**src/hdl/cdil_pkg.sv**
```systemverilog
package cdil_pkg;

  localparam int MAX_WIDTH  = 256;
  localparam int MAX_HEIGHT = 256;
  localparam int REACH      = 2;
  localparam int WIN_ROWS   = 2 * REACH + 1;

  localparam int COL_W   = 8;
  localparam int ROW_W   = 8;
  localparam int DIM_W   = 9;
  localparam int SLOT_W  = $clog2(WIN_ROWS);
  localparam int PROBE_W = $clog2(WIN_ROWS);
  localparam int AMT_W   = 16;

  localparam int APB_DW    = 32;
  localparam int APB_AW    = 3;
  localparam int REG_IDX_W = APB_AW - 2;

  localparam logic [REG_IDX_W-1:0] REG_TILES_PER_ROW = REG_IDX_W'(0);
  localparam logic [REG_IDX_W-1:0] REG_ROWS_PER_MAP  = REG_IDX_W'(1);

  localparam logic [DIM_W-1:0] MAX_WIDTH_C  = DIM_W'(MAX_WIDTH);
  localparam logic [DIM_W-1:0] MAX_HEIGHT_C = DIM_W'(MAX_HEIGHT);
  localparam logic [AMT_W-1:0] GRANITE_FULL = AMT_W'(65000);

  typedef struct packed {
    logic              we;
    logic [COL_W-1:0]  waddr;
    logic [SLOT_W-1:0] wslot;
    logic              wbit;
    logic              re;
    logic [COL_W-1:0]  raddr;
  } store_req_t;

  // zero acts as one, oversize clamps to the maximum
  function automatic logic [DIM_W-1:0] eff_dim(input logic [DIM_W-1:0] v,
                                               input logic [DIM_W-1:0] maxv);
    if (v == '0) begin
      return DIM_W'(1);
    end else if (v > maxv) begin
      return maxv;
    end
    return v;
  endfunction

  function automatic logic [SLOT_W-1:0] slot_inc(input logic [SLOT_W-1:0] s);
    return (s == SLOT_W'(WIN_ROWS - 1)) ? '0 : s + 1'b1;
  endfunction

  // s - d modulo the window height, d below the window height
  function automatic logic [SLOT_W-1:0] slot_sub(input logic [SLOT_W-1:0] s,
                                                 input logic [SLOT_W-1:0] d);
    logic [SLOT_W:0] t;
    t = {1'b0, s} + (SLOT_W+1)'(WIN_ROWS) - {1'b0, d};
    if (s >= d) begin
      return s - d;
    end
    return t[SLOT_W-1:0];
  endfunction

endpackage

```
**src/hdl/cdil_cfg_regs.sv**
```systemverilog
module cdil_cfg_regs (
  input  logic                           clk_i,
  input  logic                           rst_ni,
  input  logic                           psel,
  input  logic                           penable,
  input  logic                           pwrite,
  input  logic [cdil_pkg::APB_AW-1:0]    paddr,
  input  logic [cdil_pkg::APB_DW-1:0]    pwdata,
  output logic [cdil_pkg::APB_DW-1:0]    prdata,
  output logic                           pready,
  output logic [cdil_pkg::DIM_W-1:0]     tiles_per_row_o,
  output logic [cdil_pkg::DIM_W-1:0]     rows_per_map_o
);
  import cdil_pkg::*;

  logic [DIM_W-1:0]     tiles_per_row_q, rows_per_map_q;
  logic [REG_IDX_W-1:0] idx;
  logic                 wr_en;

  assign idx    = paddr[APB_AW-1:2];
  assign wr_en  = psel && penable && pwrite;
  assign pready = 1'b1;

  always_ff @(posedge clk_i or negedge rst_ni) begin
    if (!rst_ni) begin
      tiles_per_row_q <= MAX_WIDTH_C;
      rows_per_map_q  <= MAX_HEIGHT_C;
    end else if (wr_en) begin
      unique case (idx)
        REG_TILES_PER_ROW: tiles_per_row_q <= pwdata[DIM_W-1:0];
        REG_ROWS_PER_MAP:  rows_per_map_q  <= pwdata[DIM_W-1:0];
        default: ;
      endcase
    end
  end

  always_comb begin
    prdata = '0;
    unique case (idx)
      REG_TILES_PER_ROW: prdata = APB_DW'(tiles_per_row_q);
      REG_ROWS_PER_MAP:  prdata = APB_DW'(rows_per_map_q);
      default:           prdata = '0;
    endcase
  end

  assign tiles_per_row_o = tiles_per_row_q;
  assign rows_per_map_o  = rows_per_map_q;

endmodule

```
**src/hdl/cdil_line_store.sv**
```systemverilog
module cdil_line_store (
  input  logic                           clk_i,
  input  cdil_pkg::store_req_t           req_i,
  output logic [cdil_pkg::WIN_ROWS-1:0]  rdata_o
);
  import cdil_pkg::*;

  // one word per column, one bit per row slot of the window
  logic [WIN_ROWS-1:0] mem_q [MAX_WIDTH];
  logic [WIN_ROWS-1:0] rdata_q;

  always_ff @(posedge clk_i) begin
    if (req_i.we) begin
      mem_q[req_i.waddr][req_i.wslot] <= req_i.wbit;
    end
  end

  always_ff @(posedge clk_i) begin
    if (req_i.re) begin
      rdata_q <= mem_q[req_i.raddr];
    end
  end

  assign rdata_o = rdata_q;

endmodule

```
**src/hdl/chebyshev_dilation_stream_top.sv**
```systemverilog
// A tile that completes no neighborhood is absorbed without a sweep, and ready stays high.
// Otherwise each result is produced by a sweep (5 column reads of the line store, one read
// drain), and the next sweep starts once the previous result is taken; up to 9 results
// per input.
// Ready returns only after the last result of the run is taken.
// Reset: counters clear, dimension registers return to 256, line store not cleared.
module chebyshev_dilation_stream_top (
  input  logic                          clk_i,
  input  logic                          rst_ni,
  // input stream
  input  logic                          in_valid_i,
  output logic                          in_ready_o,
  input  logic                          is_rock_i,
  // result stream
  output logic                          out_valid_o,
  input  logic                          out_ready_i,
  output logic [cdil_pkg::COL_W-1:0]    tile_x_o,
  output logic [cdil_pkg::ROW_W-1:0]    tile_y_o,
  output logic [cdil_pkg::AMT_W-1:0]    granite_amount_o,
  output logic                          last_of_run_o,
  // configuration
  input  logic                          psel,
  input  logic                          penable,
  input  logic                          pwrite,
  input  logic [cdil_pkg::APB_AW-1:0]   paddr,
  input  logic [cdil_pkg::APB_DW-1:0]   pwdata,
  output logic [cdil_pkg::APB_DW-1:0]   prdata,
  output logic                          pready
);
  import cdil_pkg::*;

  typedef enum logic [1:0] {
    ST_IDLE,
    ST_READ,
    ST_WAIT,
    ST_OUT
  } state_e;

  state_e state_q;

  // ---------------------------------------------------------------------------
  // Configuration registers and effective dimensions
  // ---------------------------------------------------------------------------
  logic [DIM_W-1:0] tiles_per_row, rows_per_map;
  logic [DIM_W-1:0] w_eff, h_eff;

  cdil_cfg_regs u_cfg (
    .clk_i           (clk_i),
    .rst_ni          (rst_ni),
    .psel            (psel),
    .penable         (penable),
    .pwrite          (pwrite),
    .paddr           (paddr),
    .pwdata          (pwdata),
    .prdata          (prdata),
    .pready          (pready),
    .tiles_per_row_o (tiles_per_row),
    .rows_per_map_o  (rows_per_map)
  );

  assign w_eff = eff_dim(tiles_per_row, MAX_WIDTH_C);
  assign h_eff = eff_dim(rows_per_map, MAX_HEIGHT_C);

  // ---------------------------------------------------------------------------
  // Input position: the counters hold the next tile in raster order, the slot
  // tracks row mod window height so the line store needs no division.
  // ---------------------------------------------------------------------------
  logic [COL_W-1:0]  col_q, col_d;
  logic [ROW_W-1:0]  row_q, row_d;
  logic [SLOT_W-1:0] slot_q, slot_d;

  logic              accept;
  logic              col_wrap, row_wrap;
  logic [DIM_W-1:0]  row_a;
  logic [SLOT_W-1:0] slot_a;
  logic [COL_W-1:0]  cx;
  logic [ROW_W-1:0]  cy;
  logic [SLOT_W-1:0] cs;
  logic [DIM_W-1:0]  col_n, row_n;

  assign accept = in_valid_i && in_ready_o;

  always_comb begin
    // fold a stale position back into the map first (dimensions may shrink)
    col_wrap = {1'b0, col_q} >= w_eff;
    row_a    = col_wrap ? {1'b0, row_q} + 1'b1 : {1'b0, row_q};
    slot_a   = col_wrap ? slot_inc(slot_q) : slot_q;
    row_wrap = row_a >= h_eff;
    cx       = col_wrap ? '0 : col_q;
    cy       = row_wrap ? '0 : row_a[ROW_W-1:0];
    cs       = row_wrap ? '0 : slot_a;

    // advance past the tile just taken
    col_n  = {1'b0, cx} + 1'b1;
    row_n  = {1'b0, cy} + 1'b1;
    col_d  = col_n[COL_W-1:0];
    row_d  = cy;
    slot_d = cs;
    if (col_n >= w_eff) begin
      col_d = '0;
      if (row_n >= h_eff) begin
        row_d  = '0;
        slot_d = '0;
      end else begin
        row_d  = row_n[ROW_W-1:0];
        slot_d = slot_inc(cs);
      end
    end
  end

  // ---------------------------------------------------------------------------
  // Tiles completed by this input: a column/row range on each axis
  // ---------------------------------------------------------------------------
  logic              x_last, x_far, x_any;
  logic              y_last, y_far, y_any;
  logic [COL_W-1:0]  xlo, xhi;
  logic [ROW_W-1:0]  ylo, yhi;
  logic [ROW_W-1:0]  y_dist;
  logic [SLOT_W-1:0] ts_first;

  always_comb begin
    x_last = {1'b0, cx} == (w_eff - 1'b1);
    x_far  = cx >= COL_W'(REACH);
    x_any  = x_last || x_far;
    xhi    = x_last ? cx : cx - COL_W'(REACH);
    xlo    = x_far ? cx - COL_W'(REACH) : '0;

    y_last = {1'b0, cy} == (h_eff - 1'b1);
    y_far  = cy >= ROW_W'(REACH);
    y_any  = y_last || y_far;
    yhi    = y_last ? cy : cy - ROW_W'(REACH);
    ylo    = y_far ? cy - ROW_W'(REACH) : '0;

    y_dist   = cy - ylo;
    ts_first = slot_sub(cs, y_dist[SLOT_W-1:0]);
  end

  // ---------------------------------------------------------------------------
  // Sweep registers
  // ---------------------------------------------------------------------------
  logic [COL_W-1:0]   tx_q, xlo_q, xhi_q;
  logic [ROW_W-1:0]   ty_q, yhi_q;
  logic [SLOT_W-1:0]  ts_q;
  logic [PROBE_W-1:0] k_q;
  logic               hit_q;
  logic               rd_ok_q;

  logic [COL_W-1:0]   tile_x_q;
  logic [ROW_W-1:0]   tile_y_q;
  logic [AMT_W-1:0]   amount_q;
  logic               last_q;

  // ---------------------------------------------------------------------------
  // Column probe: one neighbor column of the current tile per cycle
  // ---------------------------------------------------------------------------
  logic [DIM_W-1:0] probe, probe_col;
  logic             probe_ok;

  assign probe     = {1'b0, tx_q} + DIM_W'(k_q);
  assign probe_col = probe - DIM_W'(REACH);
  assign probe_ok  = (probe >= DIM_W'(REACH)) && (probe_col < w_eff);

  // Row mask: window slots whose rows lie inside the map for the current tile
  logic [WIN_ROWS-1:0] row_mask;
  logic [SLOT_W-1:0]   mask_slot;
  logic [DIM_W-1:0]    mask_row;

  always_comb begin
    row_mask  = '0;
    mask_slot = slot_sub(ts_q, SLOT_W'(REACH));
    mask_row  = '0;
    for (int d = 0; d < WIN_ROWS; d++) begin
      mask_row = {1'b0, ty_q} + DIM_W'(d);
      if ((mask_row >= DIM_W'(REACH)) && ((mask_row - DIM_W'(REACH)) < h_eff)) begin
        row_mask[mask_slot] = 1'b1;
      end
      mask_slot = slot_inc(mask_slot);
    end
  end

  // ---------------------------------------------------------------------------
  // Line store: write the new flag on the input transaction, read while sweeping
  // ---------------------------------------------------------------------------
  store_req_t          store_req;
  logic [WIN_ROWS-1:0] store_rdata;
  logic                hit_now;

  always_comb begin
    store_req.we    = accept;
    store_req.waddr = cx;
    store_req.wslot = cs;
    store_req.wbit  = is_rock_i;
    store_req.re    = (state_q == ST_READ);
    store_req.raddr = probe_col[COL_W-1:0];
  end

  cdil_line_store u_store (
    .clk_i   (clk_i),
    .req_i   (store_req),
    .rdata_o (store_rdata)
  );

  // read data is registered: it arrives in the cycle after its address
  assign hit_now = rd_ok_q && (|(store_rdata & row_mask));

  // ---------------------------------------------------------------------------
  // Sequencer
  // ---------------------------------------------------------------------------
  always_ff @(posedge clk_i or negedge rst_ni) begin
    if (!rst_ni) begin
      state_q  <= ST_IDLE;
      col_q    <= '0;
      row_q    <= '0;
      slot_q   <= '0;
      tx_q     <= '0;
      ty_q     <= '0;
      ts_q     <= '0;
      xlo_q    <= '0;
      xhi_q    <= '0;
      yhi_q    <= '0;
      k_q      <= '0;
      hit_q    <= 1'b0;
      rd_ok_q  <= 1'b0;
      tile_x_q <= '0;
      tile_y_q <= '0;
      amount_q <= '0;
      last_q   <= 1'b0;
    end else begin
      // mark which read returns data on the next cycle
      rd_ok_q <= (state_q == ST_READ) && probe_ok;
      unique case (state_q)
        ST_IDLE: begin
          if (accept) begin
            // advance the position at once: the sweep keeps its own copies
            col_q  <= col_d;
            row_q  <= row_d;
            slot_q <= slot_d;
            if (x_any && y_any) begin
              tx_q    <= xlo;
              ty_q    <= ylo;
              ts_q    <= ts_first;
              xlo_q   <= xlo;
              xhi_q   <= xhi;
              yhi_q   <= yhi;
              k_q     <= '0;
              hit_q   <= 1'b0;
              state_q <= ST_READ;
            end
          end
        end
        ST_READ: begin
          hit_q   <= hit_q | hit_now;
          k_q     <= k_q + 1'b1;
          if (k_q == PROBE_W'(WIN_ROWS - 1)) begin
            state_q <= ST_WAIT;
          end
        end
        ST_WAIT: begin
          // drain the last column read and load the output register
          tile_x_q <= tx_q;
          tile_y_q <= ty_q;
          amount_q <= (hit_q || hit_now) ? GRANITE_FULL : '0;
          last_q   <= (tx_q == xhi_q) && (ty_q == yhi_q);
          state_q  <= ST_OUT;
        end
        ST_OUT: begin
          if (out_ready_i) begin
            if (last_q) begin
              state_q <= ST_IDLE;
            end else begin
              if (tx_q == xhi_q) begin
                tx_q <= xlo_q;
                ty_q <= ty_q + 1'b1;
                ts_q <= slot_inc(ts_q);
              end else begin
                tx_q <= tx_q + 1'b1;
              end
              k_q     <= '0;
              hit_q   <= 1'b0;
              state_q <= ST_READ;
            end
          end
        end
        default: state_q <= ST_IDLE;
      endcase
    end
  end

  assign in_ready_o       = (state_q == ST_IDLE);
  assign out_valid_o      = (state_q == ST_OUT);
  assign tile_x_o         = tile_x_q;
  assign tile_y_o         = tile_y_q;
  assign granite_amount_o = amount_q;
  assign last_of_run_o    = last_q;

`ifndef SYNTHESIS
  // never take a new input while a result is pending
  a_no_overlap: assert property (@(posedge clk_i) disable iff (!rst_ni)
    out_valid_o |-> !in_ready_o)
    else $error("input ready while a result is pending");

  // reported tile lies inside the map
  a_tile_in_map: assert property (@(posedge clk_i) disable iff (!rst_ni)
    out_valid_o |-> (({1'b0, tile_x_o} < w_eff) && ({1'b0, tile_y_o} < h_eff)))
    else $error("reported tile outside the map");

  // amount is all or nothing
  a_amount_code: assert property (@(posedge clk_i) disable iff (!rst_ni)
    out_valid_o |-> ((granite_amount_o == '0) || (granite_amount_o == GRANITE_FULL)))
    else $error("granite amount neither zero nor full");

  // taking the last result of a run frees the input side
  a_last_frees: assert property (@(posedge clk_i) disable iff (!rst_ni)
    (out_valid_o && out_ready_i && last_of_run_o) |=> in_ready_o)
    else $error("input not ready after the last result");

  // a result that is not last is followed by another sweep, not by idle
  a_not_last_sweeps: assert property (@(posedge clk_i) disable iff (!rst_ni)
    (out_valid_o && out_ready_i && !last_of_run_o) |=> (!in_ready_o && !out_valid_o))
    else $error("run ended before its last result");
`endif

endmodule
```
**config.mk**
```make
export PLATFORM = sky130hd
export DESIGN_NAME = chebyshev_dilation_stream_top
export DESIGN_NICKNAME = d
export VERILOG_FILES = /design/src/hdl/cdil_pkg.sv /design/src/hdl/cdil_cfg_regs.sv /design/src/hdl/cdil_line_store.sv /design/src/hdl/chebyshev_dilation_stream_top.sv
export SDC_FILE = /design/constraint.sdc
export NUM_CORES = 2
export LEC_CHECK = 0
export ABC_AREA = 0
export BUFFER_PORTS_ARGS = -buffer_cell sky130_fd_sc_hd__buf_2
export CAP_MARGIN = 10
export CORE_ASPECT_RATIO = 1.25
export CORE_UTILIZATION = 42
export DETAILED_ROUTE_END_ITERATION = 8
export PLACE_DENSITY = 0.6
export SLEW_MARGIN = 10
export SYNTH_ARGS = -nofsm -noshare
export SYNTH_HDL_FRONTEND = slang
export SYNTH_SLANG_ARGS = --single-unit
```
**constraint.sdc**
```tcl
create_clock -name clk_i -period 8.2 [get_ports clk_i]
set_input_delay 1.64 -clock clk_i [delete_from_list [all_inputs] [get_ports clk_i]]
set_output_delay 1.64 -clock clk_i [all_outputs]
set_load 0.01 [all_outputs]
```
==> impl_results.md <==
* Post-synth EDFFs at 1285
* Fill count at 14.0k
* Worst vdd ir at a little under 0.0009 V
* Crit-path max FO at 20
* Netlist cell types at 86
* Worst Reg2Reg Path Length in Cells at 28
* Clock sinks at 1390
* Worst path required time at around 8800 ps
* XOR/XNOR share of the synthesized area at roughly 1.6%
* Reg2Reg Capture Point: ts_q[2]$_DFFE_PN0P_
* Slew headroom at -1.21%
* Worst hold path startpoint: xlo_q[3]$_DFFE_PN0P_
* Worst setup EP type: flip-flop
* Worst setup path class: reg2reg
* PnR worst setup slack at roughly 660 ps
* Adder-cell area share of the yosys netlist at under 10%
* Initial antenna violation count at 0
* Setup WS pre-CTS at between 300 and 400 ps
* R2R Path Start: u_cfg.tiles_per_row_o[6]$_DFFE_PN0P_
* Post-detailed-routing wire length at about 170000 um
* Period utilization at 92.0%
* #FFs+latches synth at 1390
* Fmax achieved at between 100 and 150 MHz
* Simple-gate share of the synthesized area at between 10% and 20%
* Num rows at around 160
* Hold Path Sink: xlo_q[3]$_DFFE_PN0P_
* Worst hold stages at 1
* Asr flop ratio synth at 7.55%
* Synth Cell Area at 67100 um2
* Synthesized instance count at slightly above 5k
* Largest family of logic cells by synthesized area: multiplexers
* Crit-path max cell delay at about 580 ps
* First-pass DRT Iterations at 6
* Synthesized area per cell at approximately 13 um2
* Post-layout nets at 5185
* RSZ-0062 raised after global routing: no
* Synth-to-layout area growth at 10.3%
* Fin cells at approximately 7k
* Die W at between 300 and 400 um
* Largest net degree at the start of global routing at roughly 270
* LEAKAGE at 0.0230 uW
* Total power at around 31000 uW
* Routed Antenna Nets at 0
* Final hold violations at 0
* Worst path most repeated cell: ha_1
* Clock slew at reported path FFs at approximately 60 ps
* Slew Limit Fails at 44
* Layout cells sized above 1 at between 10% and 20%
* Gr usage total at around a fifth
* Placer congestion estimate at ~0.85
* Die Height at around 450 um
* Cts bufs inserted at between 100 and 150
* Post-CTS Setup Inserts at 0
* Die area at 161000 um2
* Worst-Skew Late Latency at around 780 ps
* Clock skew at 31.2 ps
* Arrival @ worst endpoint at 8170 ps
* Core footprint at between 150000 and 200000 um2
* Post-synth top area share at between 50% and 60%
* H-tree levels at 4
* Worst min-delay path category: reg2reg
* DR vias/cell at approximately 5.7
* Top post-synthesis cells by area: edfxtp_1 (58%), mux4_2 (13%), nor2_1 (7.8%), dfrtp_1 (3.8%), ha_1 (2.8%)
* Vias in the first global route at 41.0k
* CP max-delay cell: or4_1
* Clock buffer depth at 3
* Failing checks: slew limit
* Synth warn at 0
* Worst R2R Setup Slack at roughly 660 ps
* Post-synthesis mux area share at between 15 and 20%
* Worst-margin pin slew at roughly 1500 ps
* Status: complete, but fails checks
* Min Tclk post-route at approximately 7500 ps
* Setup_tns at 0 ps
* Setup violators final at 0
* Crit path launch type: flip-flop
* Dpl hpwl at roughly 100000 um
* WL/cell at approximately 23 um
* Initial core utilization at approximately 42%
* Area leader, netlist: edfxtp_1
* Ports at 111
* DRC violations left at 0
* Overflow left after global routing at 0
* Placed Cells at 6913
* DR iter-0 viols at roughly 3.6k
* Primary FF master, synth: edfxtp_1
* Max cap viols at 0
* Clk root buf: clkbuf_16
* First-pass GRT wire length at between 200000 and 300000 um
* Synth Area in Compound Gates at under 10%
* IO Port Bufs at 56
* PD cells at between 400 and 500 nW/um2
* Via count at a little over 40k
* Post-synthesis sequential area ratio at 61.4%
* CTS tree: yes
-- sequential cells by signal (all words and copies together) (netlist names), 2 cells and up --
| register | flops |
|---|---|
| ty_q | 8 |
| xlo_q | 8 |
| tx_q | 8 |
| xhi_q | 8 |
| tile_x_o | 8 |
| row_q | 8 |
| u_cfg.rows_per_map_o | 9 |
| state_q | 2 |
| u_cfg.tiles_per_row_o | 9 |
| k_q | 3 |
| slot_q | 3 |
| u_store.mem_q | 1280 |
| ts_q | 3 |
| yhi_q | 8 |
| u_store.rdata_o | 5 |
| col_q | 8 |
| tile_y_o | 8 |
-- repair_timing --
| item | CTS | global route |
|---|---|---|
| endpoints found under the setup margin | 0 | 239 |
| hold buffers | 0 | 0 |
| hold endpoints to repair | 0 | 0 |
| gates resized for setup | 0 | 6 |
-- synthesized netlist by cell type (58+ instances only) --
| cell type | instances |
|---|---|
| nor2_1 | 1391 |
| edfxtp_1 | 1285 |
| mux4_2 | 400 |
| nand2_1 | 399 |
| clkbuf_1 | 312 |
| ha_1 | 148 |
| a21oi_1 | 108 |
| dfrtp_1 | 103 |
| o21ai_0 | 76 |
| xnor2_1 | 73 |
| inv_1 | 63 |
| nand3_1 | 60 |
| mux2_2 | 58 |
-- worst max-delay path, delay by kind of cell (launching register included) --
family / cells / cell delay [ps]
AO/OA/AOI/OAI: 9 / 1930
XOR/XNOR: 1 / 90
buffers and inverters: 3 / 440
adder cells (fa/ha/maj): 5 / 1540
multiplexers: 2 / 680
AND/OR/NAND/NOR: 8 / 2320
flip-flops: 1 / 380
-- worst max-delay path by stage --
stage                                         start                    to  cells after the start
2_1_floorplan  u_cfg.tiles_per_row_o[2]$_DFFE_PN0P_   ts_q[2]$_DFFE_PN0P_                     33
3_3_place_gp   u_cfg.tiles_per_row_o[6]$_DFFE_PN0P_  row_q[5]$_DFFE_PN0P_                     30
3_5_place_dp   u_cfg.tiles_per_row_o[6]$_DFFE_PN0P_  row_q[5]$_DFFE_PN0P_                     30
4_1_cts        u_cfg.tiles_per_row_o[6]$_DFFE_PN0P_  row_q[5]$_DFFE_PN0P_                     30
5_1_grt        u_cfg.tiles_per_row_o[6]$_DFFE_PN0P_   ts_q[2]$_DFFE_PN0P_                     28
6_report       u_cfg.tiles_per_row_o[6]$_DFFE_PN0P_   ts_q[2]$_DFFE_PN0P_                     28
-- layout make-up --
type / count / area, um2 / area share (%)
Inverter: 66 / 248 / 0.335
Antenna cell: 1 / 2.50 / 0.00338
Timing Repair Buffer: 159 / 1350 / 1.83
Clock inverter: 66 / 703 / 0.950
Tap cell: 2062 / 2580 / 3.49
Clock buffer: 179 / 3710 / 5.02
Sequential cell: 1390 / 41200 / 55.7
Multi-Input combinational cell: 3236 / 24200 / 32.7
-- kinds of logic after synthesis --
| logic type | Yosys count |
|---|---|
| AO/OA/AOI/OAI | 358 |
| multiplexers | 502 |
| buffers and inverters | 471 |
| adder cells (fa/ha/maj) | 150 |
| flip-flops | 1390 |
| AND/OR/NAND/NOR | 2071 |
| XOR/XNOR | 125 |
| other | 2 |
-- metal layers --
metal	vias up	routed length [um]	GRT usage, %
li1	18300	-	-
met1	20800	67100	25.8
met2	1085	85400	36.1
met3	249	8420	2.75
met4	0	5130	6.90
met5	-	0	0
-- per-stage QoR --
step / hold WS [ps] / cell area, um2 / utilization [%]
6_report: 488 / 74000 / 46.7
5_1_grt: 515 / 74000 / 46.7
4_1_cts: 489 / 74000 / 46.7
3_5_place_dp: 476 / 69500 / 43.9
3_3_place_gp: 463 / 69500 / 43.9
2_1_floorplan: 450 / 67200 / -
-- cells in the final DEF (no fill, tap or decap), drive strengths merged, types with 11 or more instances in the layout --
cell,instances
a21oi,113
nor2b,35
nand3,60
nand2b,17
nor3,55
ha,148
buf,159
a211oi,33
a22oi,11
clkinv,49
nand2,400
o21a,11
nand4,24
nor2,1391
or3,15
mux2i,35
xnor2,73
a21o,14
o21ai,78
edfxtp,1285
and2,19
and3,12
conb,30
o211ai,11
inv,67
a31oi,15
bufinv,13
mux4,400
xor2,52
dfrtp,103
clkbuf,179
mux2,67
-- where the power goes --
part	internal, uW	switching (uW)
logic	7170	9280
registers	8000	289
clock network	3610	2690
Note: power is estimated with default switching activity, not from simulation.
